$ cat src/rtl/core/irtx_pkg.sv
// Shared types and constants for the IR UART packet transmitter.
// No dependencies; imported by every module in rtl/core.
package irtx_pkg;

  localparam int unsigned BUF_DEPTH_DEF = 32;
  localparam int unsigned PERIOD_W      = 16;
  localparam logic [PERIOD_W-1:0] PERIOD_RESET = 16'd13333;
  localparam int unsigned MODE_W        = 2;
  localparam int unsigned ADDR_W        = 5;
  localparam int unsigned BYTE_W        = 8;
  localparam int unsigned BITCNT_W      = 4;

  // Item kinds on the input channel; the fourth code is unused.
  typedef enum logic [MODE_W-1:0] {
    MODE_WRITE = 2'd0,
    MODE_START = 2'd1,
    MODE_TICK  = 2'd2
  } mode_e;

  // Framing phase of the byte being sent.
  typedef enum logic [1:0] {
    PH_IDLE  = 2'd0,
    PH_START = 2'd1,
    PH_DATA  = 2'd2,
    PH_STOP  = 2'd3
  } phase_e;

  // One result word.
  typedef struct packed {
    logic led_on;
    logic busy;
    logic done;
  } res_t;

endpackage

$ cat src/rtl/core/ir_uart_packet_transmitter.sv
// IR UART packet transmitter: 8N1 framing of a buffered packet onto an LED.
// Top level; depends on irtx_pkg, irtx_buffer, irtx_framer, irtx_out_buf.
//
// Usage:
//   Input channel (in_valid_i/in_ready_o) carries one word per item: mode_i
//   selects a buffer write (address_i, data_i), a start request, or one timer
//   tick. Every accepted word yields exactly one result word on the output
//   channel (out_valid_o/out_ready_i): LED level, busy flag, and a done pulse
//   on the tick that ends the packet.
//   Config channel (cfg_valid_i/cfg_ready_o, cfg_data_i) sets the bit period
//   in ticks; always ready. The user must write it only while the block is
//   idle; the block does not enforce this. Throughput: one word per cycle
//   while in_ready_o is high; all framing work is combinational between the
//   state registers and the result register. The buffer read is registered
//   and tracks the next byte index, so the byte is ready when the start bit
//   is framed. Stall: results sit in an output register plus a skid entry;
//   in_ready_o drops only once both hold words.
//   Reset: LED off, idle, tick counter zero, bit period 13333. The packet
//   buffer is not cleared; bytes must be written before they are sent.
module ir_uart_packet_transmitter import irtx_pkg::*; #(
  parameter int unsigned BUFFER_DEPTH = BUF_DEPTH_DEF
) (
  input  logic                clk_i,
  input  logic                rst_ni,
  input  logic                cfg_valid_i,
  output logic                cfg_ready_o,
  input  logic [PERIOD_W-1:0] cfg_data_i,
  input  logic                in_valid_i,
  output logic                in_ready_o,
  input  logic [MODE_W-1:0]   mode_i,
  input  logic [ADDR_W-1:0]   address_i,
  input  logic [BYTE_W-1:0]   data_i,
  output logic                out_valid_o,
  input  logic                out_ready_i,
  output logic                led_on_o,
  output logic                busy_res_o,
  output logic                done_res_o
);

  localparam int unsigned IDX_W = $clog2(BUFFER_DEPTH);

  logic              item;
  mode_e             mode;
  logic [IDX_W-1:0]  raddr;
  logic [BYTE_W-1:0] rdata;
  res_t              res, out_res;

  assign cfg_ready_o = 1'b1;
  assign item        = in_valid_i && in_ready_o;
  assign mode        = mode_e'(mode_i);

  irtx_buffer #(
    .BUFFER_DEPTH (BUFFER_DEPTH),
    .IDX_W        (IDX_W)
  ) u_buffer (
    .clk_i   (clk_i),
    .we_i    (item && (mode == MODE_WRITE)),
    .waddr_i (address_i),
    .wdata_i (data_i),
    .raddr_i (raddr),
    .rdata_o (rdata)
  );

  irtx_framer #(
    .BUFFER_DEPTH (BUFFER_DEPTH),
    .IDX_W        (IDX_W)
  ) u_framer (
    .clk_i      (clk_i),
    .rst_ni     (rst_ni),
    .cfg_we_i   (cfg_valid_i && cfg_ready_o),
    .cfg_data_i (cfg_data_i),
    .item_i     (item),
    .mode_i     (mode),
    .rdata_i    (rdata),
    .raddr_o    (raddr),
    .res_o      (res)
  );

  irtx_out_buf u_out_buf (
    .clk_i       (clk_i),
    .rst_ni      (rst_ni),
    .push_i      (item),
    .push_data_i (res),
    .room_o      (in_ready_o),
    .valid_o     (out_valid_o),
    .ready_i     (out_ready_i),
    .data_o      (out_res)
  );

  assign led_on_o   = out_res.led_on;
  assign busy_res_o = out_res.busy;
  assign done_res_o = out_res.done;

endmodule

$ cat src/rtl/core/irtx_buffer.sv
// Packet buffer: BUFFER_DEPTH x 8 memory, one write port, one registered read port.
// Depends on irtx_pkg.
module irtx_buffer import irtx_pkg::*; #(
  parameter int unsigned BUFFER_DEPTH = BUF_DEPTH_DEF,
  parameter int unsigned IDX_W        = $clog2(BUFFER_DEPTH)
) (
  input  logic              clk_i,
  input  logic              we_i,
  input  logic [ADDR_W-1:0] waddr_i,
  input  logic [BYTE_W-1:0] wdata_i,
  input  logic [IDX_W-1:0]  raddr_i,
  output logic [BYTE_W-1:0] rdata_o
);

  localparam int unsigned MW = ((IDX_W > ADDR_W) ? IDX_W : ADDR_W) + 1;

  logic [BYTE_W-1:0] mem [BUFFER_DEPTH];
  logic [BYTE_W-1:0] rdata_q;
  logic [IDX_W-1:0]  waddr;

  // Address modulo depth by repeated subtract (at most eight steps for depth >= 4).
  function automatic logic [IDX_W-1:0] wrap_addr(input logic [ADDR_W-1:0] a);
    logic [MW-1:0] r;
    r = MW'(a);
    for (int k = 0; k < 8; k++) begin
      if (r >= MW'(BUFFER_DEPTH)) begin
        r = r - MW'(BUFFER_DEPTH);
      end
    end
    return r[IDX_W-1:0];
  endfunction

  assign waddr = wrap_addr(waddr_i);

  always_ff @(posedge clk_i) begin
    if (we_i) begin
      mem[waddr] <= wdata_i;
    end
  end

  // Read follows the next index; a same-cycle write to it is forwarded.
  always_ff @(posedge clk_i) begin
    if (we_i && (waddr == raddr_i)) begin
      rdata_q <= wdata_i;
    end else begin
      rdata_q <= mem[raddr_i];
    end
  end

  assign rdata_o = rdata_q;

endmodule

$ cat src/rtl/core/irtx_framer.sv
// Bit timer and 8N1 framing state for the packet transmitter.
// Depends on irtx_pkg; byte data comes from irtx_buffer.
module irtx_framer import irtx_pkg::*; #(
  parameter int unsigned BUFFER_DEPTH = BUF_DEPTH_DEF,
  parameter int unsigned IDX_W        = $clog2(BUFFER_DEPTH)
) (
  input  logic                clk_i,
  input  logic                rst_ni,
  input  logic                cfg_we_i,
  input  logic [PERIOD_W-1:0] cfg_data_i,
  input  logic                item_i,
  input  mode_e               mode_i,
  input  logic [BYTE_W-1:0]   rdata_i,
  output logic [IDX_W-1:0]    raddr_o,
  output res_t                res_o
);

  phase_e                phase_q, phase_d;
  logic [BITCNT_W-1:0]   bitcnt_q, bitcnt_d;
  logic [IDX_W-1:0]      idx_q, idx_d;
  logic [BYTE_W-1:0]     byte_q, byte_d;
  logic                  last_q, last_d;
  logic [PERIOD_W-1:0]   tick_q, tick_d;
  logic                  led_q, led_d;
  logic                  active_q, active_d;
  logic [PERIOD_W-1:0]   period_q;
  logic [PERIOD_W-1:0]   period;
  logic [PERIOD_W:0]     tick_inc;
  logic                  is_tick, is_start, wrap, step, done;
  logic [IDX_W-1:0]      idx_next;

  always_ff @(posedge clk_i or negedge rst_ni) begin
    if (!rst_ni) begin
      period_q <= PERIOD_RESET;
    end else if (cfg_we_i) begin
      period_q <= cfg_data_i;
    end
  end

  assign period   = (period_q == '0) ? PERIOD_W'(1) : period_q;
  assign is_tick  = item_i && (mode_i == MODE_TICK);
  assign is_start = item_i && (mode_i == MODE_START) && !active_q;
  assign tick_inc = {1'b0, tick_q} + 1'b1;
  assign wrap     = tick_inc >= {1'b0, period};
  assign step     = is_tick && wrap && active_q;
  assign idx_next = (idx_q == IDX_W'(BUFFER_DEPTH - 1)) ? '0 : idx_q + 1'b1;

  // Free-running tick counter.
  always_comb begin
    tick_d = tick_q;
    if (is_tick) begin
      tick_d = wrap ? '0 : tick_inc[PERIOD_W-1:0];
    end
  end

  // Next phase.
  always_comb begin
    phase_d = phase_q;
    if (is_start) begin
      phase_d = PH_IDLE;
    end else if (step) begin
      unique case (phase_q)
        PH_IDLE:  phase_d = PH_START;
        PH_START: phase_d = PH_DATA;
        PH_DATA:  phase_d = (bitcnt_q >= BITCNT_W'(BYTE_W)) ? PH_STOP : PH_DATA;
        PH_STOP:  phase_d = last_q ? PH_IDLE : PH_START;
        default:  phase_d = PH_IDLE;
      endcase
    end
  end

  // Framing datapath.
  always_comb begin
    bitcnt_d = bitcnt_q;
    idx_d    = idx_q;
    byte_d   = byte_q;
    last_d   = last_q;
    led_d    = led_q;
    active_d = active_q;
    done     = 1'b0;
    if (is_start) begin
      active_d = 1'b1;
    end else if (step) begin
      unique case (phase_q)
        PH_IDLE: begin
          last_d = 1'b0;
          idx_d  = '0;
        end
        PH_START: begin
          led_d    = 1'b1;
          bitcnt_d = '0;
          byte_d   = rdata_i;
        end
        PH_DATA: begin
          if (bitcnt_q >= BITCNT_W'(BYTE_W)) begin
            led_d = 1'b0;
          end else begin
            led_d    = ~byte_q[bitcnt_q[2:0]];
            bitcnt_d = bitcnt_q + 1'b1;
          end
        end
        PH_STOP: begin
          if (last_q) begin
            active_d = 1'b0;
            done     = 1'b1;
          end else begin
            if (byte_q == '0) begin
              last_d = 1'b1;
            end
            idx_d = idx_next;
          end
        end
        default: ;
      endcase
    end
  end

  always_ff @(posedge clk_i or negedge rst_ni) begin
    if (!rst_ni) begin
      phase_q  <= PH_IDLE;
      bitcnt_q <= '0;
      idx_q    <= '0;
      byte_q   <= '0;
      last_q   <= 1'b0;
      tick_q   <= '0;
      led_q    <= 1'b0;
      active_q <= 1'b0;
    end else begin
      phase_q  <= phase_d;
      bitcnt_q <= bitcnt_d;
      idx_q    <= idx_d;
      byte_q   <= byte_d;
      last_q   <= last_d;
      tick_q   <= tick_d;
      led_q    <= led_d;
      active_q <= active_d;
    end
  end

  assign raddr_o      = idx_d;
  assign res_o.led_on = led_d;
  assign res_o.busy   = active_d;
  assign res_o.done   = done;

endmodule

$ cat src/rtl/core/irtx_out_buf.sv
// Two-entry result buffer (output register plus skid) for the result channel.
// Depends on irtx_pkg for the result type.
module irtx_out_buf import irtx_pkg::*; (
  input  logic clk_i,
  input  logic rst_ni,
  input  logic push_i,
  input  res_t push_data_i,
  output logic room_o,
  output logic valid_o,
  input  logic ready_i,
  output res_t data_o
);

  logic main_v_q, main_v_d, skid_v_q, skid_v_d;
  res_t main_q, main_d, skid_q, skid_d;

  always_comb begin
    main_v_d = main_v_q;
    main_d   = main_q;
    skid_v_d = skid_v_q;
    skid_d   = skid_q;
    if (!main_v_q || ready_i) begin
      if (skid_v_q) begin
        main_v_d = 1'b1;
        main_d   = skid_q;
        skid_v_d = 1'b0;
      end else begin
        main_v_d = push_i;
        main_d   = push_data_i;
      end
    end else if (push_i) begin
      skid_v_d = 1'b1;
      skid_d   = push_data_i;
    end
  end

  always_ff @(posedge clk_i or negedge rst_ni) begin
    if (!rst_ni) begin
      main_v_q <= 1'b0;
      skid_v_q <= 1'b0;
    end else begin
      main_v_q <= main_v_d;
      skid_v_q <= skid_v_d;
    end
  end

  always_ff @(posedge clk_i) begin
    main_q <= main_d;
    skid_q <= skid_d;
  end

  assign room_o  = !skid_v_q;
  assign valid_o = main_v_q;
  assign data_o  = main_q;

endmodule

$ cat config.mk
export PLATFORM = sky130hd
export DESIGN_NAME = ir_uart_packet_transmitter
export DESIGN_NICKNAME = d
export VERILOG_FILES = /design/src/rtl/core/irtx_pkg.sv /design/src/rtl/core/ir_uart_packet_transmitter.sv /design/src/rtl/core/irtx_buffer.sv /design/src/rtl/core/irtx_framer.sv /design/src/rtl/core/irtx_out_buf.sv
export SDC_FILE = /design/constraint.sdc
export NUM_CORES = 1
export LEC_CHECK = 0
export BUFFER_PORTS_ARGS = -buffer_cell sky130_fd_sc_hd__buf_2
export CORE_ASPECT_RATIO = 1.4
export CORE_UTILIZATION = 43
export DETAILED_ROUTE_END_ITERATION = 10
export PLACE_DENSITY = 0.55
export SLEW_MARGIN = 30
export SYNTH_ARGS = -nofsm -noshare
export SYNTH_HDL_FRONTEND = slang
export SYNTH_SLANG_ARGS = --single-unit
$ cat constraint.sdc
create_clock -name clk_i -period 3.4 [get_ports clk_i]
set_input_delay 0.51 -clock clk_i [delete_from_list [all_inputs] [get_ports clk_i]]
set_output_delay 0.51 -clock clk_i [all_outputs]
set_load 0.02 [all_outputs]
==> impl_metrics.csv <==
group,metric,value,unit
critical_path,slowest_delay,0.40,ns
yosys,synth_nets,958,
power,power_frac_seq,0.527,
placement,portBuffers,40,
timing,hold_viol_final,0,
floorplanning,core_area,31600,µm²
power,leakage,5.951,nW
yosys,ys_warn_count,0,
timing,grt_setup_unrepaired,"false",
floorplanning,initial_utilization,0.4363,
clock_tree,tritoncts,"yes",
layout,antenna_cells,0,
floorplanning,io_pins,42,
critical_path,end_kind,"flop",
route,drt_iter0_markers,423,
yosys,ys.flop_type,"edfxtp_1",
floorplanning,fp-row-count,77,
yosys,ys_seq_area_frac,0.6802,
route,post_drt_wl_per_cell,21.53,µm
yosys,synth_area,13790,µm²
timing,tightest_slew,0.7026,ns
floorplanning,die-area,32790,µm²
critical_path,worst-path-max-fanout,6,
critical_path,required,3.71,ns
yosys,netlist.area_leader.share,0.5707,
critical_path,reg2reg_slack,0.27,ns
yosys,synth-seq-cells,323,
yosys,synth.distinct_cells,64,
yosys,synth_cells,898,
run,maxCapViolCount,0,
yosys,synth_top_area_cell,"edfxtp_1",
layout,post-route-util,0.5005,
critical_path,critical_path.top_delay_family,"simple AND/OR/NAND/NOR gates",
layout,fillers,2701,
clock_tree,clkTransAtPathRegs,0.06,ns
critical_path,path_buf_inv,2,
timing,finalSetupViolations,0,
grt,antenna_found_initial,0,
worst_hold_path,worst_hold_path_type,"in2reg",
power,power_frac_clock,0.421,
power,p_int,6.537,mW
timing,slew_headroom,0.5299,
timing,clock_skew,0.02533,ns
critical_path,worstPathCellList,"and2_1 > and4_1 > buf_4 > nand3_1 > xnor2_1 > ha_1 > o21ai_0 > o22ai_1 > o211ai_1 > nand2_2 > buf_4 > and3_1 > o311ai_0",
layout,fin_area,15820,µm²
grt,grt_pass1_vias,7874,
clock_tree,cts.sinks,323,
route,routed_wl,30470,µm
timing,post-route-period-util,0.9192,
yosys,synth_edf_count,262,
route,drc_errors,0,
clock_tree,cts_buffers,34,
placement,dp_hpwl,20170,µm
layout,multiInputGateArea,4068,µm²
layout,seqCellArea,9382,µm²
grt,grt_overflow,0,
critical_path,cp.arrival,3.43,ns
clock_tree,clockBufferDepth,3,
power,vdd_ir_drop_max,412.1,µV
critical_path,critical_path_class,"reg2reg",
critical_path,cp_slowest_cell,"dfrtp_1",
grt,grt_first_pass_wirelength,46710,µm
yosys,synthTopCellsByArea,"edfxtp_1 57%, dfrtp_1 9.1%, mux4_2 7.0%",
grt,grt_use_total,0.1928,
critical_path,crit_top_cell,"buf_4",
power,p_sw_frac,0.2123,
layout,drive_above_1_share,0.2206,
grt,grt_max_degree,43,
yosys,synth_async_sr_flop_share,0.1734,
timing,drv_slew,0,
layout,finalNetCount,1057,
timing,fin_crit,3.125,ns
route,vias_per_cell,5.479,
clock_tree,insertion_delay,0.53,ns
power,p_per_area,524.7,nW/µm²
clock_tree,htreeDepth,2,
floorplanning,fp.dieW,153.3,µm
power,p_comb_frac,0.052,
run_status,status,"completed",
layout,area_growth,14.73,%
floorplanning,die_h,213.9,µm
route,vias,7753,
power,p_sw,1.762,mW
timing,final.setup.tns,0,ns
yosys,syn_avg_cell_area,15.35,µm²
route,ant_nets,0,
route,drt-pass1-iter-count,5,
placement,place.gp.congestion,0.8405,
timing,fmax,320.0,MHz
critical_path,cp-start-kind,"flop",
clock_tree,cts-root-buf,"clkbuf_16",
placement,placed_area,14760,µm²
-- power groups by stage --
stage / Combinational [mW] / Sequential, mW / Clock (mW)
after global routing: 0.486 / 4.38 / 3.71
after floorplan: 0.231 / 4.46 / 0
after detailed placement: 0.435 / 4.46 / 0
final: 0.428 / 4.38 / 3.50
after CTS: 0.438 / 4.37 / 3.58
after global placement: 0.432 / 4.45 / 0
-- metal layers --
layer  vias up  GRT usage  part of all wire
li1       3666          -                 -
met4         0    0.07524             0.030
met2       155     0.3595              0.54
met1      3885     0.2243              0.40
met5         -          0                 0
met3        47    0.02688             0.034
-- flip-flops by register name, indices dropped and copies added (netlist names), named ones only --
| signal | flops |
|---|---|
| u_framer.active_q | 1 |
| u_framer.period_q | 16 |
| u_buffer.mem | 256 |
| u_out_buf.valid_o | 1 |
| u_framer.last_q | 1 |
| u_framer.idx_q | 5 |
| u_out_buf.data_o | 3 |
| u_framer.tick_q | 16 |
| u_framer.led_q | 1 |
| u_framer.byte_q | 8 |
| u_out_buf.skid_q | 3 |
| u_out_buf.skid_v_q | 1 |
| u_framer.bitcnt_q | 4 |
| u_framer.phase_q | 2 |
-- worst register-to-register path: cells and delay by family (launching register included) --
family          cells  cell delay, ns
buf+inv             2            0.33
fa+ha+maj           1            0.29
flops               1            0.40
compound gates      4            0.81
xor+xnor            1            0.25
simple gates        5            0.82
-- final cells by class --
cell class                      instances  area share
Inverter                               22    0.005221
Clock buffer                           43     0.05727
Tap cell                              395     0.03125
Clock inverter                         16    0.007990
Sequential cell                       323      0.5932
Timing Repair Buffer                  109     0.04794
Multi-Input combinational cell        507      0.2572
-- placed cells by master (no fill, tap or decap), drive strengths merged, types with 8 or more instances in the layout --
master and instances:
dfrtp 50, nand2b 13, a21o 8, xnor2 10, a221oi 8, and3 10
o21ai 47, a21oi 12, ha 24, a311oi 8, o22ai 9, clkbuf 43
inv 23, nor2b 15, clkinv 13, nand2 88, a211oi 11, edfxtp 262
a22o 9, nor2 53, mux2 11, nand3 30, mux2i 25, nand4 9
buf 108, o31ai 8, mux4 50
-- kinds of logic after synthesis --
group | synth area share
buffers and inverters | 0.02559
AOI/OAI and AO/OA | 0.06517
other | 0.0002720
muxes | 0.1110
adders and majority gates | 0.02178
xor gates and xnor gates | 0.008894
DFF | 0.6802
and+or+nand+nor | 0.08713
-- synthesized netlist by cell type (9+ instances only) --
| cell | number |
|---|---|
| edfxtp_1 | 262 |
| nand2_1 | 88 |
| nor2_1 | 52 |
| dfrtp_1 | 50 |
| o21ai_0 | 45 |
| mux4_2 | 43 |
| nand3_1 | 30 |
| mux2i_1 | 25 |
| ha_1 | 24 |
| inv_1 | 22 |
| clkbuf_1 | 17 |
| nor2b_1 | 15 |
| a21oi_1 | 12 |
| nand2b_1 | 12 |
| a211oi_1 | 11 |
| buf_2 | 11 |
| and3_1 | 10 |
| mux2_2 | 10 |
| xnor2_1 | 10 |
| a22o_1 | 9 |
| nand4_1 | 9 |
| o22ai_1 | 9 |
-- through the flow --
step           setup WS [ns]  hold slack (ns)  cells  power [mW]
6_report              0.2746           0.1912   1415       8.299
4_1_cts               0.1149           0.1772   1414       8.397
3_5_place_dp          0.1603           0.5056   1354       4.891
5_1_grt             0.006184           0.1969   1415       8.582
3_3_place_gp          0.2027           0.5112   1354       4.887
2_1_floorplan         0.3215           0.2144    898       4.688
-- final timing paths --
| kind | start | endpoint | cells after the start |
|---|---|---|---|
| worst max-delay path | u_framer.tick_q[3] | u_out_buf.data_o[2] | 13 |
| worst min-delay path | cfg_data_i[9] | u_framer.period_q[9] | 3 |
| worst max register to register | u_framer.tick_q[3] | u_out_buf.data_o[2] | 13 |
| worst min register to register | u_framer.period_q[10] | u_framer.period_q[10] | 2 |
| max in group asynchronous | rst_ni | u_framer.period_q[2] | 3 |
| min in group asynchronous | rst_ni | u_framer.byte_q[7] | 2 |
-- repair_timing --
action                                  CTS  global route
setup buffers                             0             1
hold endpoints to repair                 20             0
resized for setup                         0             4
endpoints found under the setup margin    0            12
hold buffers                              1             0
Note: power is estimated with default switching activity, not from simulation.
